### src/hdl/kvp_pkg.sv
// ----------------------------------------------------------------------------
// kvp_pkg
// Shared constants, types and helper functions for the text request parser.
// ----------------------------------------------------------------------------
package kvp_pkg;

  localparam int MAX_TOKENS_DEFAULT        = 10;
  localparam int MAX_REQUEST_BYTES_DEFAULT = 2048;

  // Token limit; the token counter width below covers every legal limit.
  localparam int MAX_TOKENS = MAX_TOKENS_DEFAULT;

  localparam int KW_COUNT = 16;
  localparam int CMD_W    = 5;
  localparam int TOK_W    = 4;
  localparam int SPOS_W   = 4;

  localparam logic [CMD_W-1:0] CMD_UNKNOWN = 5'd0;

  localparam logic [3:0] NP_MATCHED = 4'd7;
  localparam logic [3:0] NP_FAIL    = 4'd8;

  localparam logic [55:0] NOREPLY_TEXT = "noreply";

  localparam logic [71:0] KW_TEXT [KW_COUNT] = '{
    72'("get"), 72'("gets"), 72'("set"), 72'("add"), 72'("replace"), 72'("cas"),
    72'("append"), 72'("prepend"), 72'("delete"), 72'("incr"), 72'("decr"),
    72'("stats"), 72'({"flush", "_all"}), 72'("version"), 72'("quit"), 72'("verbosity")
  };

  localparam logic [3:0] KW_LEN [KW_COUNT] = '{
    4'd3, 4'd4, 4'd3, 4'd3, 4'd7, 4'd3, 4'd6, 4'd7,
    4'd6, 4'd4, 4'd4, 4'd5, 4'd9, 4'd7, 4'd4, 4'd9
  };

  // One processed byte as seen by the command matcher. Positions saturate at 15.
  typedef struct packed {
    logic                  step;
    logic                  done;
    logic [7:0]            data;
    logic [SPOS_W-1:0]     pos;
    logic [SPOS_W-1:0]     pos_after;
  } kvp_step_t;

  function automatic logic is_white(input logic [7:0] b);
    return (b == 8'd32) || ((b >= 8'd9) && (b <= 8'd13));
  endfunction

  function automatic logic [7:0] kw_char(input logic [3:0] k, input logic [3:0] p);
    logic [71:0] text;
    logic [3:0]  len;
    logic [3:0]  idx;
    text = KW_TEXT[k];
    len  = KW_LEN[k];
    idx  = 4'(len - 4'd1 - p);
    if (p < len) begin
      return text[8*idx +: 8];
    end
    return 8'd0;
  endfunction

  function automatic logic [7:0] noreply_char(input logic [2:0] i);
    logic [2:0] idx;
    idx = 3'(3'd6 - i);
    return NOREPLY_TEXT[8*idx +: 8];
  endfunction

endpackage

### src/hdl/kv_text_request_parser.sv
// ----------------------------------------------------------------------------
// kv_text_request_parser
// Parses one text cache request, one byte per transfer, into command code,
// token count, noreply flag and key position, reported on the final byte.
// ----------------------------------------------------------------------------
// Channel  Dir  Fields (tdata from bit 0 up)                             tlast
// s_*      in   request_byte[7:0]                                        last_byte
// m_*      out  cmd_code[4:0], token_count[8:5], no_reply[9],
//               key_offset[20:10], key_length[32:21] (default widths)   -
//
// A byte is registered on acceptance and parsed when it advances out of that
// register; the final byte also loads the result register. A new byte is accepted
// every cycle, limited only by a held result.
// The result is registered and made valid when the final byte is parsed.
// A stalled result blocks only the next final byte; other bytes keep flowing.
// Reset is synchronous and returns all parse state to the start of a request.
// ----------------------------------------------------------------------------
module kv_text_request_parser #(
  parameter int MAX_REQUEST_BYTES = kvp_pkg::MAX_REQUEST_BYTES_DEFAULT,
  parameter int OFS_W = $clog2(MAX_REQUEST_BYTES),
  parameter int LEN_W = $clog2(MAX_REQUEST_BYTES + 1),
  parameter int OUT_W = ((10 + OFS_W + LEN_W + 7) / 8) * 8
) (
  input  logic             clk,
  input  logic             rst,
  input  logic             s_tvalid,
  output logic             s_tready,
  input  logic [7:0]       s_tdata,   // request_byte
  input  logic             s_tlast,   // last_byte
  output logic             m_tvalid,
  input  logic             m_tready,
  output logic [OUT_W-1:0] m_tdata    // cmd_code, token_count, no_reply,
                                      // key_offset, key_length
);
  import kvp_pkg::*;

  localparam int F_CNT = CMD_W;
  localparam int F_NR  = F_CNT + TOK_W;
  localparam int F_OFS = F_NR + 1;
  localparam int F_LEN = F_OFS + OFS_W;
  localparam logic [LEN_W-1:0] MAX_POS = LEN_W'(MAX_REQUEST_BYTES);
  localparam logic [TOK_W-1:0] TOK_MAX = TOK_W'(MAX_TOKENS);

  logic       in_valid;
  logic [7:0] in_byte;
  logic       in_last;
  logic       adv;
  logic       in_range;

  logic [LEN_W-1:0] byte_position;
  logic [LEN_W-1:0] pos_after;
  logic             inside_token;
  logic             inside_token_next;
  logic [TOK_W-1:0] tokens_seen;
  logic [TOK_W-1:0] tokens_seen_next;
  logic [3:0]       noreply_progress;
  logic [3:0]       noreply_progress_next;
  logic             last_token_noreply;
  logic             last_token_noreply_next;
  logic [OFS_W-1:0] key_start;
  logic [OFS_W-1:0] key_start_next;
  logic [LEN_W-1:0] key_bytes;
  logic [LEN_W-1:0] key_bytes_next;

  logic             trailing;
  logic             reply;
  logic [TOK_W-1:0] count_out;
  logic [CMD_W-1:0] cmd_code;
  logic [OUT_W-1:0] result;
  kvp_step_t        step;

  assign adv      = in_valid && (!in_last || !m_tvalid || m_tready);
  assign s_tready = !in_valid || adv;
  assign in_range = byte_position < MAX_POS;
  assign pos_after = in_range ? LEN_W'(byte_position + 1'b1) : byte_position;

  always_ff @(posedge clk) begin
    if (rst) begin
      in_valid <= 1'b0;
    end else if (s_tready) begin
      in_valid <= s_tvalid;
    end
  end

  always_ff @(posedge clk) begin
    if (s_tready && s_tvalid) begin
      in_byte <= s_tdata;
      in_last <= s_tlast;
    end
  end

  always_comb begin
    step.step      = adv && in_range;
    step.done      = adv && in_last;
    step.data      = in_byte;
    step.pos       = (byte_position > LEN_W'(15)) ? 4'd15 : byte_position[SPOS_W-1:0];
    step.pos_after = (pos_after > LEN_W'(15)) ? 4'd15 : pos_after[SPOS_W-1:0];
  end

  kvp_cmd_match u_cmd_match (
    .clk      (clk),
    .rst      (rst),
    .step_in  (step),
    .cmd_code (cmd_code)
  );

  always_comb begin
    inside_token_next       = inside_token;
    tokens_seen_next        = tokens_seen;
    noreply_progress_next   = noreply_progress;
    last_token_noreply_next = last_token_noreply;
    key_start_next          = key_start;
    key_bytes_next          = key_bytes;
    if (in_range) begin
      if (is_white(in_byte)) begin
        if (inside_token) begin
          inside_token_next       = 1'b0;
          last_token_noreply_next = (noreply_progress == NP_MATCHED);
        end
      end else if (inside_token || (tokens_seen < TOK_MAX)) begin
        if (!inside_token) begin
          tokens_seen_next      = TOK_W'(tokens_seen + 1'b1);
          inside_token_next     = 1'b1;
          noreply_progress_next = 4'd0;
          if (tokens_seen_next == TOK_W'(2)) begin
            key_start_next = byte_position[OFS_W-1:0];
            key_bytes_next = '0;
          end
        end
        if ((noreply_progress_next < NP_MATCHED) &&
            (in_byte == noreply_char(noreply_progress_next[2:0]))) begin
          noreply_progress_next = 4'(noreply_progress_next + 1'b1);
        end else begin
          noreply_progress_next = NP_FAIL;
        end
        if (tokens_seen_next == TOK_W'(2)) begin
          key_bytes_next = LEN_W'(key_bytes_next + 1'b1);
        end
      end
    end
  end

  always_comb begin
    trailing  = inside_token_next ? (noreply_progress_next == NP_MATCHED)
                                  : last_token_noreply_next;
    reply     = (tokens_seen_next != '0) && (tokens_seen_next < TOK_MAX) && trailing;
    count_out = TOK_W'(tokens_seen_next - {{(TOK_W-1){1'b0}}, reply});
    result    = '0;
    result[CMD_W-1:0]        = cmd_code;
    result[F_CNT +: TOK_W]   = count_out;
    result[F_NR]             = reply;
    if (tokens_seen_next >= TOK_W'(2)) begin
      result[F_OFS +: OFS_W] = key_start_next;
      result[F_LEN +: LEN_W] = key_bytes_next;
    end
  end

  always_ff @(posedge clk) begin
    if (rst || (adv && in_last)) begin
      byte_position      <= '0;
      inside_token       <= 1'b0;
      tokens_seen        <= '0;
      noreply_progress   <= 4'd0;
      last_token_noreply <= 1'b0;
      key_start          <= '0;
      key_bytes          <= '0;
    end else if (adv) begin
      byte_position      <= pos_after;
      inside_token       <= inside_token_next;
      tokens_seen        <= tokens_seen_next;
      noreply_progress   <= noreply_progress_next;
      last_token_noreply <= last_token_noreply_next;
      key_start          <= key_start_next;
      key_bytes          <= key_bytes_next;
    end
  end

  always_ff @(posedge clk) begin
    if (rst) begin
      m_tvalid <= 1'b0;
    end else if (adv && in_last) begin
      m_tvalid <= 1'b1;
    end else if (m_tready) begin
      m_tvalid <= 1'b0;
    end
  end

  always_ff @(posedge clk) begin
    if (adv && in_last) begin
      m_tdata <= result;
    end
  end

  a_token_limit: assert property (@(posedge clk) disable iff (rst)
    tokens_seen <= TOK_MAX)
    else $error("token counter beyond limit");

  a_inside_counted: assert property (@(posedge clk) disable iff (rst)
    inside_token |-> (tokens_seen != '0))
    else $error("inside a token with no token counted");

  a_reply_below_limit: assert property (@(posedge clk) disable iff (rst)
    (m_tvalid && m_tdata[F_NR]) |-> (m_tdata[F_CNT +: TOK_W] < TOK_W'(MAX_TOKENS - 1)))
    else $error("noreply reported at token limit");

  a_clear_after_end: assert property (@(posedge clk) disable iff (rst)
    (adv && in_last) |=> (tokens_seen == '0) && !inside_token && (byte_position == '0))
    else $error("parse state not cleared after request end");

  a_result_on_end: assert property (@(posedge clk) disable iff (rst)
    (adv && in_last) |=> m_tvalid)
    else $error("request end without result");

endmodule

### src/hdl/kvp_cmd_match.sv
// ----------------------------------------------------------------------------
// kvp_cmd_match
// Parallel keyword comparators for the command word at the start of a request.
// ----------------------------------------------------------------------------
module kvp_cmd_match (
  input  logic                      clk,
  input  logic                      rst,
  input  kvp_pkg::kvp_step_t        step_in,
  output logic [kvp_pkg::CMD_W-1:0] cmd_code
);
  import kvp_pkg::*;

  logic [KW_COUNT-1:0] alive;
  logic [KW_COUNT-1:0] alive_next;
  logic [KW_COUNT-1:0] hit;
  logic [CMD_W-1:0]    found;
  logic [CMD_W-1:0]    found_next;
  logic                decided;
  logic                decided_next;

  always_comb begin
    alive_next   = alive;
    found_next   = found;
    hit          = '0;
    if (step_in.step) begin
      for (int k = 0; k < KW_COUNT; k++) begin
        if (alive[k]) begin
          if (step_in.pos < KW_LEN[k]) begin
            if (step_in.data != kw_char(4'(k), step_in.pos)) begin
              alive_next[k] = 1'b0;
            end
          end else if (step_in.pos == KW_LEN[k]) begin
            alive_next[k] = 1'b0;
            hit[k]        = is_white(step_in.data);
          end
        end
      end
      for (int k = KW_COUNT - 1; k >= 0; k--) begin
        if (hit[k] && !decided) begin
          found_next = CMD_W'(k + 1);
        end
      end
    end
    decided_next = decided | (|hit);
  end

  always_comb begin
    cmd_code = found_next;
    if (!decided_next) begin
      for (int k = KW_COUNT - 1; k >= 0; k--) begin
        if (alive_next[k] && (KW_LEN[k] == step_in.pos_after)) begin
          cmd_code = CMD_W'(k + 1);
        end
      end
    end
  end

  always_ff @(posedge clk) begin
    if (rst || step_in.done) begin
      alive   <= '1;
      found   <= CMD_UNKNOWN;
      decided <= 1'b0;
    end else if (step_in.step) begin
      alive   <= alive_next;
      found   <= found_next;
      decided <= decided_next;
    end
  end

  a_decided_has_code: assert property (@(posedge clk) disable iff (rst)
    decided |-> (found != CMD_UNKNOWN))
    else $error("command decided without a code");

  a_undecided_no_code: assert property (@(posedge clk) disable iff (rst)
    !decided |-> (found == CMD_UNKNOWN))
    else $error("command code set while undecided");

  a_single_hit: assert property (@(posedge clk) disable iff (rst)
    $onehot0(hit))
    else $error("more than one keyword completed on one byte");

  a_clear_after_done: assert property (@(posedge clk) disable iff (rst)
    step_in.done |=> (alive == '1) && !decided)
    else $error("matcher state not cleared after request end");

endmodule
### config.mk
export PLATFORM = sky130hd
export DESIGN_NAME = kv_text_request_parser
export DESIGN_NICKNAME = d
export VERILOG_FILES = /design/src/hdl/kvp_pkg.sv /design/src/hdl/kv_text_request_parser.sv /design/src/hdl/kvp_cmd_match.sv
export SDC_FILE = /design/constraint.sdc
export NUM_CORES = 1
export LEC_CHECK = 0
export BUFFER_PORTS_ARGS = -buffer_cell sky130_fd_sc_hd__clkbuf_2
export CORE_MARGIN = 2
export CORE_UTILIZATION = 27
export CTS_BUF_LIST = sky130_fd_sc_hd__clkbuf_4 sky130_fd_sc_hd__clkbuf_8
export CTS_CLUSTER_DIAMETER = 150
export CTS_CLUSTER_SIZE = 25
export DETAILED_ROUTE_END_ITERATION = 12
export GPL_TIMING_DRIVEN = 1
export PLACE_DENSITY = 0.41
export SYNTH_ARGS = -nofsm -noshare
export SYNTH_HDL_FRONTEND = slang
export SYNTH_SLANG_ARGS = --single-unit
### constraint.sdc
create_clock -name clk -period 13.8 [get_ports clk]
set_input_delay 0.69 -clock clk [delete_from_list [all_inputs] [get_ports clk]]
set_output_delay 0.69 -clock clk [all_outputs]
set_load 0.02 [all_outputs]
==> results of run 1 <==
worst max-delay path, cell delays in order, from the launching register on:
cell and delay [ns]:
dfxtp_1 0.55, or4_1 0.79, nor3_2 0.67, ha_1 0.84, inv_1 0.33, ha_1 0.75
or2_2 0.28, a21oi_1 0.08, or4_1 0.46, a2111oi_0 0.41, o2111ai_1 0.27, a21oi_1 0.47
o21ba_2 0.24, nand4_1 0.09, o211ai_1 0.10, a22o_1 0.18
metal layers:
metal,global-route usage,vias to the layer above,part of all wire
met1,0.2441,4073,0.48
met2,0.2731,244,0.44
met3,0.03874,46,0.055
met5,0,-,0
met4,0.05694,0,0.026
li1,-,4216,-
path summary, 6_finish.rpt:
path                          start            to  slack (ns)  cells after the start
setup / recovery  byte_position[11]    m_tdata[1]        7.04                     15
hold / removal           s_tdata[4]    in_byte[4]        0.43                      1
hold reg to reg        key_start[4]  key_start[4]        0.46                      2
setup reg to reg  byte_position[11]    m_tdata[1]        7.04                     15
cells in the final DEF (no fill, tap or decap), types with 22 or more instances in the layout:
cell type / instances
inv_1: 33
nand4_1: 22
xor2_1: 26
edfxtp_1: 42
o21ai_0: 50
a21oi_1: 77
xnor2_1: 46
nor3_1: 25
ha_1: 36
nand2_1: 174
nand2b_1: 28
clkbuf_2: 47
dfxtp_1: 69
nand3_1: 44
nor2_1: 110
logic make-up (layout without fill, tap and decap cells):
kind of cell               count (synthesis)  in the layout  synth area share
buffers and inverters                    131            113           0.05973
DFF                                      111            111            0.2900
adders and majority gates                 36             36           0.04943
muxes                                     22             22           0.02746
AOI/OAI and AO/OA                        283            283            0.2119
and+or+nand+nor                          532            532            0.2919
other                                      1              7         0.0004115
xor gates and xnor gates                  72             72           0.06920
area by class of cell:
| cell class | count | area (µm²) | area share |
|---|---|---|---|
| sequential | 111 | 2643 | 0.2689 |
| inverter | 34 | 127.6 | 0.01299 |
| clock buffer | 11 | 145.1 | 0.01477 |
| timing repair buffer | 63 | 355.3 | 0.03616 |
| tap | 448 | 560.5 | 0.05703 |
| clock inverter | 5 | 47.55 | 0.004838 |
| multi-input combinational | 952 | 5949 | 0.6053 |
flip-flops by register name, summed over array words and instances, names as in the netlist:
name and flops:
key_start 11, inside_token 1, u_cmd_match.found 5, key_bytes 12
noreply_progress 4, in_byte 8, byte_position 12, in_valid 1
tokens_seen 4, u_cmd_match.alive 16, m_tdata 33, u_cmd_match.decided 1
in_last 1, m_tvalid 1, last_token_noreply 1
power breakdown:
part | total, mW | internal [mW] | leakage [nW] | switching [mW]
combinational | 0.185 | 0.0640 | 2.63 | 0.121
sequential | 0.363 | 0.350 | 0.941 | 0.0124
clock | 0.209 | 0.0769 | 0.0978 | 0.132
through the flow:
step	std cells	hold WS [ns]	total power [mW]
6_report	1624	0.4333	0.7564
5_1_grt	1624	0.3893	0.7985
4_1_cts	1624	0.4056	0.7637
3_5_place_dp	1608	0.4489	0.5536
3_3_place_gp	1608	0.4457	0.5546
2_1_floorplan	1194	0.4366	0.5021
==> results by group, run 1 <==
Place
  – GP Congestion: about 0.87
  – Buffers on Ports: between 40 and 50
  – Setup slack at placement: roughly 7.2 ns
  – Detail Placement HPWL: 22020 µm
  – Placed cell area: 9635 µm²

Global routing
  – Initial antenna violation count: 0
  – Vias in the first global route: a little over 8000
  – Residual overflow from global routing: 0
  – Largest net degree at the start of global routing: 48
  – Global-route wire length before repair: between 40000 and 50000 µm
  – Global Route Usage Sum: 0.1767

Yosys
  – Synth async-reset ratio: 0
  – Yosys top cell by area: dfxtp_1
  – Count leader, synth: nand2_1
  – Synth Register Bits: 111
  – Top FF cell, synth: dfxtp_1
  – Sequential area share after synthesis: 0.2900
  – Synthesis warning total: 0
  – Avg Inst Size Synth: about 7.7 µm²
  – Top post-synthesis cells by count: nand2_1 (174), nor2_1 (110), a21oi_1 (77)
  – Synth top area share: 0.1516
  – EDFF count, synth: 42
  – Post-Syn Area: 9112 µm²
  – Gate Count Post-Synth: 1188
  – Dominant cells by area after synthesis: dfxtp_1 (15%), edfxtp_1 (14%), nand2_1 (7.2%)
  – Synth cell types: 93

Run status
  – Outcome: complete, no violations

Critical path
  – Crit start category: register
  – Critical Path AT: a little under 7 ns
  – Worst Path Max Fanout: 19
  – WP data required: 13.97 ns
  – CP endpoint kind: register
  – Worst Setup Path Type: register to register

STA
  – Slew margin rel.: 0.2981
  – Crit path time final: 6.758 ns
  – RSZ-0062 raised after global routing: no
  – Clock skew: between 0.02 and 0.03 ns
  – Worst-margin pin slew: between 1 and 1.5 ns
  – Max Slew Vio Count: 0
  – Final hold vios: 0
  – Final setup vio count: 0
  – Fmax: ~0.15 GHz
  – Setup TNS: 0 ns
  – Setup WS post-layout: between 7 and 8 ns
  – Period utilization: 0.4897

CTS
  – Clock tree sinks: between 100 and 150
  – Clk_lat worst skew: approximately 0.42 ns
  – CTS tree: yes
  – CTS buffer count: 9
  – CTS HTree Levels: 3
  – Clk slew on worst S/H paths: about 0.13 ns
  – CTS Buffer Depth: 2
  – Post-CTS Hold Buffers: 0
  – Resize count post-CTS: 0
  – CTS root buffer: clkbuf_8
  – Setup Fix Bufs, Post-CTS: 0

Finish
  – Fin area: about 10000 µm²
  – Layout cells sized above 1: 0.09779
  – Final Util: 0.2946
  – Nets: ~1200
  – Fillers: ~3700
  – Area grow syn2layout: 7.854%
  – Ant. Diodes: 0

Route
  – 1st-iter DRT viols: 568
  – DR DRC count: 0
  – Via/cell ratio: around 5.3
  – Pre-antenna DRT Iters: 5
  – WL/cell: around 19 µm
  – Post-Route WL: roughly 31000 µm
  – Antenna Nets Post-Route: 0
  – Vias: around 8600

Floorplanning
  – Core Area: 33360 µm²
  – Die H: ~190 µm
  – Die width: 187.7 µm
  – Die area: around 35000 µm²
  – Effective utilization at floorplan: 0.2731
  – FP Rows: between 60 and 70
  – I/O Pins: 55

Power and ir drop
  – Peak supply drop: 0.00004494 V
  – Power density cells: slightly below 80 nW/µm²
  – Leak pwr: 3.671 nW

Job
  – Max cap viols: 0

Hold path
  – Worst hold-check path type: primary input to register
No activity file was read; power rests on OpenSTA's default activity.
==> run 2, diff against run 1 <==
--- a/config.mk
+++ b/config.mk
@@ -13,7 +13,7 @@
 export CTS_CLUSTER_SIZE = 25
 export DETAILED_ROUTE_END_ITERATION = 12
 export GPL_TIMING_DRIVEN = 1
-export PLACE_DENSITY = 0.41
+export PLACE_DENSITY = 0.42
 export SYNTH_ARGS = -nofsm -noshare
 export SYNTH_HDL_FRONTEND = slang
 export SYNTH_SLANG_ARGS = --single-unit
==> constraint.sdc (replaced) <==
create_clock -name clk -period 5.8 [get_ports clk]
set_input_delay 0.29 -clock clk [delete_from_list [all_inputs] [get_ports clk]]
set_output_delay 0.29 -clock clk [all_outputs]
set_load 0.02 [all_outputs]
==> results by group, run 2 (synthesis results as in run 1) <==
Run status
  – Outcome: complete, no violations

Floorplanning
  – Effective utilization at floorplan: 0.2731 (unchanged)
  – Die area: 35240 µm² (unchanged)
  – FP Rows: 67 (unchanged)
  – Die H: 187.7 µm (unchanged)
  – Core Area: 33360 µm² (unchanged)
  – Die width: 187.7 µm (unchanged)
  – I/O Pins: 55 (unchanged)

Global routing
  – Global Route Usage Sum: 0.1774 (+0.0006051)
  – Largest net degree at the start of global routing: 48 (unchanged)
  – Global-route wire length before repair: 49270 µm (+0.93%)
  – Vias in the first global route: 8311 (+1.5%)
  – Initial antenna violation count: 0 (unchanged)
  – Residual overflow from global routing: 0 (unchanged)

Critical path
  – R2r worst-path depth: 16 (+1)
  – WP data required: 5.98 ns (-7.99 ns)
  – CP endpoint kind: register
  – Worst Setup Path Type: register to register
  – Worst Path Max Fanout: 12 (-7)
  – Critical Path AT: 5.59 ns (-1.34 ns)
  – Crit start category: register

STA
  – Setup TNS: 0 ns (unchanged)
  – Worst-margin pin slew: 1.040 ns (-0.01112 ns)
  – Final hold vios: 0 (unchanged)
  – Clock skew: 0.02338 ns (-0.004684 ns)
  – RSZ-0062 raised after global routing: no
  – Max Slew Vio Count: 0 (unchanged)
  – Period utilization: 0.9333 (+0.4436)
  – Final setup vio count: 0 (unchanged)
  – Setup WS post-layout: 0.3868 ns (-6.656 ns)
  – Slew margin rel.: 0.3064 (+0.008372)
  – Fmax: 0.1847 GHz (+25%)
  – Hold slack: 0.03735 ns (-0.3959 ns)
  – Crit path time final: 5.413 ns (-1.344 ns)

CTS
  – CTS HTree Levels: 3 (unchanged)
  – Clk slew on worst S/H paths: 0.12 ns (about the same)
  – Clk_lat worst skew: 0.42 ns (about the same)
  – Clock tree sinks: 111 (unchanged)
  – CTS Buffer Depth: 2 (unchanged)
  – CTS root buffer: clkbuf_8
  – CTS tree: yes
  – CTS buffer count: 9 (unchanged)

Finish
  – Biggest register: m_tdata
  – Nets: 1237 (+1.4%)
  – Area grow syn2layout: 9.556%
  – Fin area: 9983 µm² (+1.6%)
  – Max FFs per register: 33 (unchanged)
  – Final Util: 0.2992 (+0.004650)
  – Most frequent cells in the layout: nand2_1 (174), nor2_1 (110), a21oi_1 (77), dfxtp_1 (69), o21ai_0 (50)
  – Ant. Diodes: 0 (unchanged)
  – Largest regs: m_tdata (33), u_cmd_match.alive (16)
  – Commonest non-fill, non-tap cell in the layout: nand2_1
  – Fin cells: 1641 (+1.0%)
  – Layout cells sized above 1: 0.1090 (+0.01118)

Place
  – GP Congestion: 0.9486 (+9.1%)
  – Detail Placement HPWL: 22720 µm (+3.1%)
  – Placed cell area: 9748 µm² (+1.2%)
  – Placed Cells: 1623 (+0.93%)
  – Setup slack at placement: 0.4544 ns (-6.708 ns)
  – Buffers on Ports: 47 (unchanged)

Power and ir drop
  – Peak supply drop: 0.0001143 V (+150%)
  – Total power: 1.845 mW (+140%)
  – Leak pwr: 3.764 nW (+2.5%)
  – Power density cells: 184.8 nW/µm² (+140%)

Route
  – Antenna Nets Post-Route: 0 (unchanged)
  – 1st-iter DRT viols: 825 (+45%)
  – WL/cell: 19.14 µm (+0.61%)
  – Via/cell ratio: 5.337 (+1.0%)
  – Vias: 8758 (+2.1%)
  – Post-Route WL: 31400 µm (+1.7%)
  – DR DRC count: 0 (unchanged)
  – Pre-antenna DRT Iters: 5 (unchanged)

Job
  – Max cap viols: 0 (unchanged)

Hold path
  – Hold depth: 1 (unchanged)
  – Worst hold-check path type: primary input to register
-- run 2: critical path: stages (launching register included) --
cell and delay, ns:
dfxtp_1 0.46, or4_1 0.74, or3_1 0.51, inv_1 0.20, ha_1 0.20, inv_1 0.06
ha_1 0.47, or2_2 0.25, a21oi_1 0.08, or4_1 0.47, a2111oi_0 0.41, o2111ai_1 0.29
a21oi_1 0.42, o21ba_2 0.24, nand4_1 0.09, o211ai_1 0.10, a22o_1 0.18
-- run 2: layer usage --
| layer | global-route usage | part of all wire | vias up |
|---|---|---|---|
| met5 | 0 | 0 | - |
| met4 | 0.06329 | 0.029 | 0 |
| met3 | 0.02920 | 0.052 | 60 |
| met2 | 0.2775 | 0.45 | 263 |
| met1 | 0.2458 | 0.47 | 4187 |
| li1 | - | - | 4248 |
-- run 2: power by group --
| group | internal (mW) | leakage [nW] | switching (mW) |
|---|---|---|---|
| logic | 0.159 | 2.71 | 0.295 |
| clock network | 0.216 | 0.110 | 0.313 |
| registers | 0.834 | 0.941 | 0.0278 |
| total | 1.21 | 3.76 | 0.636 |
-- run 2: cell type report --
cell class / instances / area, µm²
Fill cell: 3720 / 23380
Inverter: 34 / 127.6
Timing Repair Buffer: 80 / 488.0
Clock buffer: 10 / 131.4
Multi-Input combinational cell: 952 / 5949
Clock inverter: 6 / 83.83
Sequential cell: 111 / 2643
Tap cell: 448 / 560.5
-- run 2: worst paths after layout --
| path | startpoint | endpoint | slack (ns) |
|---|---|---|---|
| setup reg to reg | byte_position[4] | m_tdata[1] | 0.39 |
| setup / recovery | byte_position[4] | m_tdata[1] | 0.39 |
| hold / removal | s_tdata[6] | in_byte[6] | 0.04 |
| hold reg to reg | key_start[2] | key_start[2] | 0.46 |
-- run 2: what timing repair did --
item / in CTS / in global routing
endpoints found under the setup margin: 0 / 0
hold buffers: 2 / 0
gates resized for setup: 0 / 0
buffers inserted: 0 / 0
hold endpoints to repair: 2 / 0
==> run 3, diff against run 2 <==
--- a/config.mk
+++ b/config.mk
@@ -5,15 +5,16 @@
 export SDC_FILE = /design/constraint.sdc
 export NUM_CORES = 1
 export LEC_CHECK = 0
-export BUFFER_PORTS_ARGS = -buffer_cell sky130_fd_sc_hd__clkbuf_2
+export ABC_AREA = 1
 export CORE_MARGIN = 2
 export CORE_UTILIZATION = 27
 export CTS_BUF_LIST = sky130_fd_sc_hd__clkbuf_4 sky130_fd_sc_hd__clkbuf_8
 export CTS_CLUSTER_DIAMETER = 150
 export CTS_CLUSTER_SIZE = 25
 export DETAILED_ROUTE_END_ITERATION = 12
+export DONT_BUFFER_PORTS = 1
 export GPL_TIMING_DRIVEN = 1
-export PLACE_DENSITY = 0.42
+export PLACE_DENSITY = 0.41
 export SYNTH_ARGS = -nofsm -noshare
 export SYNTH_HDL_FRONTEND = slang
 export SYNTH_SLANG_ARGS = --single-unit
==> results by group, run 3 <==
Run status
  – Outcome: complete, no violations

Place
  – Setup slack at placement: 1.099 ns (+0.6448 ns)
  – Detail Placement HPWL: 19330 µm (-15%)
  – Placed Cells: 1643 (+1.2%)
  – GP Congestion: 0.8599 (-9.4%)
  – Buffers on Ports: 0 (-100%)

STA
  – RSZ-0062 raised after global routing: no
  – Worst-margin pin slew: 0.9191 ns (-0.1212 ns)
  – Final setup vio count: 0 (unchanged)
  – Crit path time final: 4.760 ns (-0.6530 ns)
  – Hold slack: 0.05424 ns (+0.01690 ns)
  – Fmax: 0.2101 GHz (+14%)
  – Period utilization: 0.8207 (-0.1126)
  – Final hold vios: 0 (unchanged)
  – Slew margin rel.: 0.3816 (+0.07518)
  – Setup TNS: 0 ns (unchanged)
  – Max Slew Vio Count: 0 (unchanged)
  – Clock skew: 0.02538 ns (+0.002006 ns)
  – Setup WS post-layout: 1.040 ns (+0.6530 ns)

Critical path
  – Crit start category: register
  – R2r setup slk: 1.04 ns (+0.65 ns)
  – Worst Setup Path Type: register to register
  – R2r worst-path depth: 35 (+19)
  – CP peak stage delay: 0.55 ns (-0.19 ns)
  – CP endpoint kind: register
  – Critical Path AT: 4.93 ns (-0.66 ns)
  – Reg-to-Reg End: m_tdata[0]
  – WP data required: 5.97 ns (about the same)
  – CP max stage cell: ha_1
  – Worst Path Max Fanout: 11 (-1)
  – R2R Path Start: byte_position[11]
  – Most used cell, CP: nand2_1

Global routing
  – GR Layer Usage met1: 0.2219 (-0.02383)
  – Residual overflow from global routing: 0 (unchanged)
  – Met3 Use GR: 0.02435 (-0.004851)
  – M2 GR Usage: 0.2595 (-0.01803)
  – Initial antenna violation count: 0 (unchanged)
  – Grt peak-use layer: met2
  – Global Route Usage Sum: 0.1622 (-0.01516)
  – Largest net degree at the start of global routing: 64 (+33%)
  – Global-route wire length before repair: 42160 µm (-14%)
  – Vias in the first global route: 7561 (-9.0%)

Yosys
  – Top post-synthesis cells by count: nand2_1 (288), inv_1 (194), nor2_1 (103)
  – Dominant cells by area after synthesis: dfxtp_1 (16%), edfxtp_1 (15%), nand2_1 (13%)
  – Synth async-reset ratio: 0 (unchanged)
  – Avg Inst Size Synth: 6.784 µm² (-12%)
  – Gate Count Post-Synth: 1271 (+7.0%)
  – EDFF count, synth: 42 (unchanged)
  – Post-synthesis mux area share: 0 (-0.02746)
  – Synth Register Bits: 111 (unchanged)
  – Top FF cell, synth: dfxtp_1
  – Synth Area in Compound Gates: 0.1586 (-0.05325)
  – Simple-Gate Fraction of Synth Area: 0.2875 (-0.004436)
  – Synthesis warning total: 0 (unchanged)
  – Synth cell types: 61 (-34%)
  – Sequential area share after synthesis: 0.3065 (+0.01650)
  – Adder-cell area share of the yosys netlist: 0.05224 (+0.002812)
  – Synth Area in XOR/XNOR: 0.07111 (+0.001905)
  – Synth top area share: 0.1602 (+0.008623)
  – Post-Syn Area: 8622 µm² (-5.4%)
  – Largest family of logic cells by synthesized area: simple AND/OR/NAND/NOR gates
  – Count leader, synth: nand2_1
  – Yosys top cell by area: dfxtp_1

CTS
  – CTS buffer count: 9 (unchanged)
  – Clk slew on worst S/H paths: 0.12 ns (about the same)
  – CTS tree: yes
  – CTS HTree Levels: 3 (unchanged)
  – CTS root buffer: clkbuf_8
  – CTS Buffer Depth: 2 (unchanged)
  – Clk_lat worst skew: 0.41 ns (about the same)
  – Resize count post-CTS: 0 (unchanged)
  – Clock tree sinks: 111 (unchanged)

Power and ir drop
  – Peak supply drop: 0.0001186 V (+3.8%)
  – Power density cells: 246.4 nW/µm² (+33%)
  – Leak pwr: 4.371 nW (+16%)
  – Comb pwr share: 0.389 (+0.143)
  – NetSw: 0.9924 mW (+56%)
  – Clock share of power: 0.218 (-0.069)
  – Internal power: 1.302 mW (+7.7%)
  – Sequential power share: 0.393 (-0.074)
  – Net Sw Frac: 0.4326 (+0.08776)
  – Total power: 2.294 mW (+24%)

Route
  – 1st-iter DRT viols: 486 (-41%)
  – Antenna Nets Post-Route: 0 (unchanged)
  – Vias: 7814 (-11%)
  – DR DRC count: 0 (unchanged)
  – Post-Route WL: 26370 µm (-16%)
  – Via/cell ratio: 4.682 (-12%)
  – WL/cell: 15.80 µm (-17%)
  – Pre-antenna DRT Iters: 6 (+1)

Hold path
  – Hold depth: 2 (+1)
  – Hold Path End: in_valid
  – Worst hold-check path type: primary input to register
  – Min-delay src: s_tvalid

Finish
  – Ant. Diodes: 0 (unchanged)
  – Largest regs: m_tdata (33), u_cmd_match.alive (16)
  – Fin cells: 1669 (+1.7%)
  – Layout cells sized above 1: 0.08129 (-0.02767)
  – Commonest non-fill, non-tap cell in the layout: nand2_1
  – Max FFs per register: 33 (unchanged)
  – Most frequent cells in the layout: nand2_1 (287), inv_1 (194), nor2_1 (103), o21ai_0 (98), a21oi_1 (77)
  – Area grow syn2layout: 7.996%
  – Biggest register: m_tdata
  – Fillers: 3434 (-7.7%)
  – Nets: 1311 (+6.0%)

Floorplanning
  – I/O Pins: 55 (unchanged)
  – Die H: 182.7 µm (-2.7%)
  – FP Rows: 65 (-3.0%)
  – Core Area: 31470 µm² (-5.7%)
  – Die area: 33380 µm² (-5.3%)
  – Die width: 182.7 µm (-2.7%)
  – Effective utilization at floorplan: 0.2739 (+0.0008222)

Job
  – Max cap viols: 0 (unchanged)
run 3: worst max-delay path, delay by kind of cell (launching register included):
family / cells / cell delay (ns)
flops: 1 / 0.49
compound gates: 1 / 0.09
fa+ha+maj: 2 / 1.01
buf+inv: 3 / 0.69
simple gates: 29 / 2.21
run 3: cell type report:
class | instances | area [µm²] | area share
Inverter | 215 | 822.0 | 0.08828
Sequential cell | 111 | 2643 | 0.2838
Multi-Input combinational cell | 901 | 4943 | 0.5309
Clock buffer | 9 | 123.9 | 0.01330
Timing Repair Buffer | 24 | 205.2 | 0.02204
Clock inverter | 7 | 71.32 | 0.007659
Tap cell | 402 | 503.0 | 0.05402
run 3: logic make-up (layout without fill, tap and decap cells):
| family | Yosys count | in the layout |
|---|---|---|
| buffers and inverters | 265 | 255 |
| DFF | 111 | 111 |
| other | 1 | 7 |
| and+or+nand+nor | 547 | 547 |
| AOI/OAI and AO/OA | 241 | 241 |
| xor gates and xnor gates | 70 | 70 |
| adders and majority gates | 36 | 36 |
run 3: worst max-delay path by stage:
stage / from / endpoint / slack [ns] / cells after the start
2_1_floorplan: byte_position[11] / m_tdata[0] / 1.81 / 36
6_report: byte_position[11] / m_tdata[0] / 1.04 / 35
4_1_cts: byte_position[11] / m_tdata[0] / 1.06 / 33
3_3_place_gp: byte_position[11] / m_tdata[0] / 1.23 / 33
3_5_place_dp: byte_position[11] / m_tdata[0] / 1.10 / 33
5_1_grt: byte_position[11] / m_tdata[0] / 0.52 / 35
run 3: what timing repair did:
item	CTS	global route
hold buffers	10	0
hold endpoints to repair	10	0
setup buffers	0	0
run 3: power by group through the flow:
stage | Sequential [mW] | Combinational [mW] | Clock [mW]
after floorplan | 0.900 | 0.686 | 0
after global placement | 0.919 | 0.895 | 0
after detailed placement | 0.918 | 0.883 | 0
after CTS | 0.901 | 0.893 | 0.533
after global routing | 0.906 | 1.01 | 0.555
final | 0.901 | 0.893 | 0.500
run 3: layer usage:
layer	part of all wire	wire, µm
met5	0	0
met3	0.040	1062
met4	0.025	654
met2	0.44	11620
met1	0.49	13030
run 3: stage by stage:
step | instance area [µm²] | utilization
floorplan | 8645 | -
global placement | 9016 | 0.2865
detailed placement | 9016 | 0.2865
CTS | 9311 | 0.2958
global route | 9311 | 0.2958
finish | 9311 | 0.2958
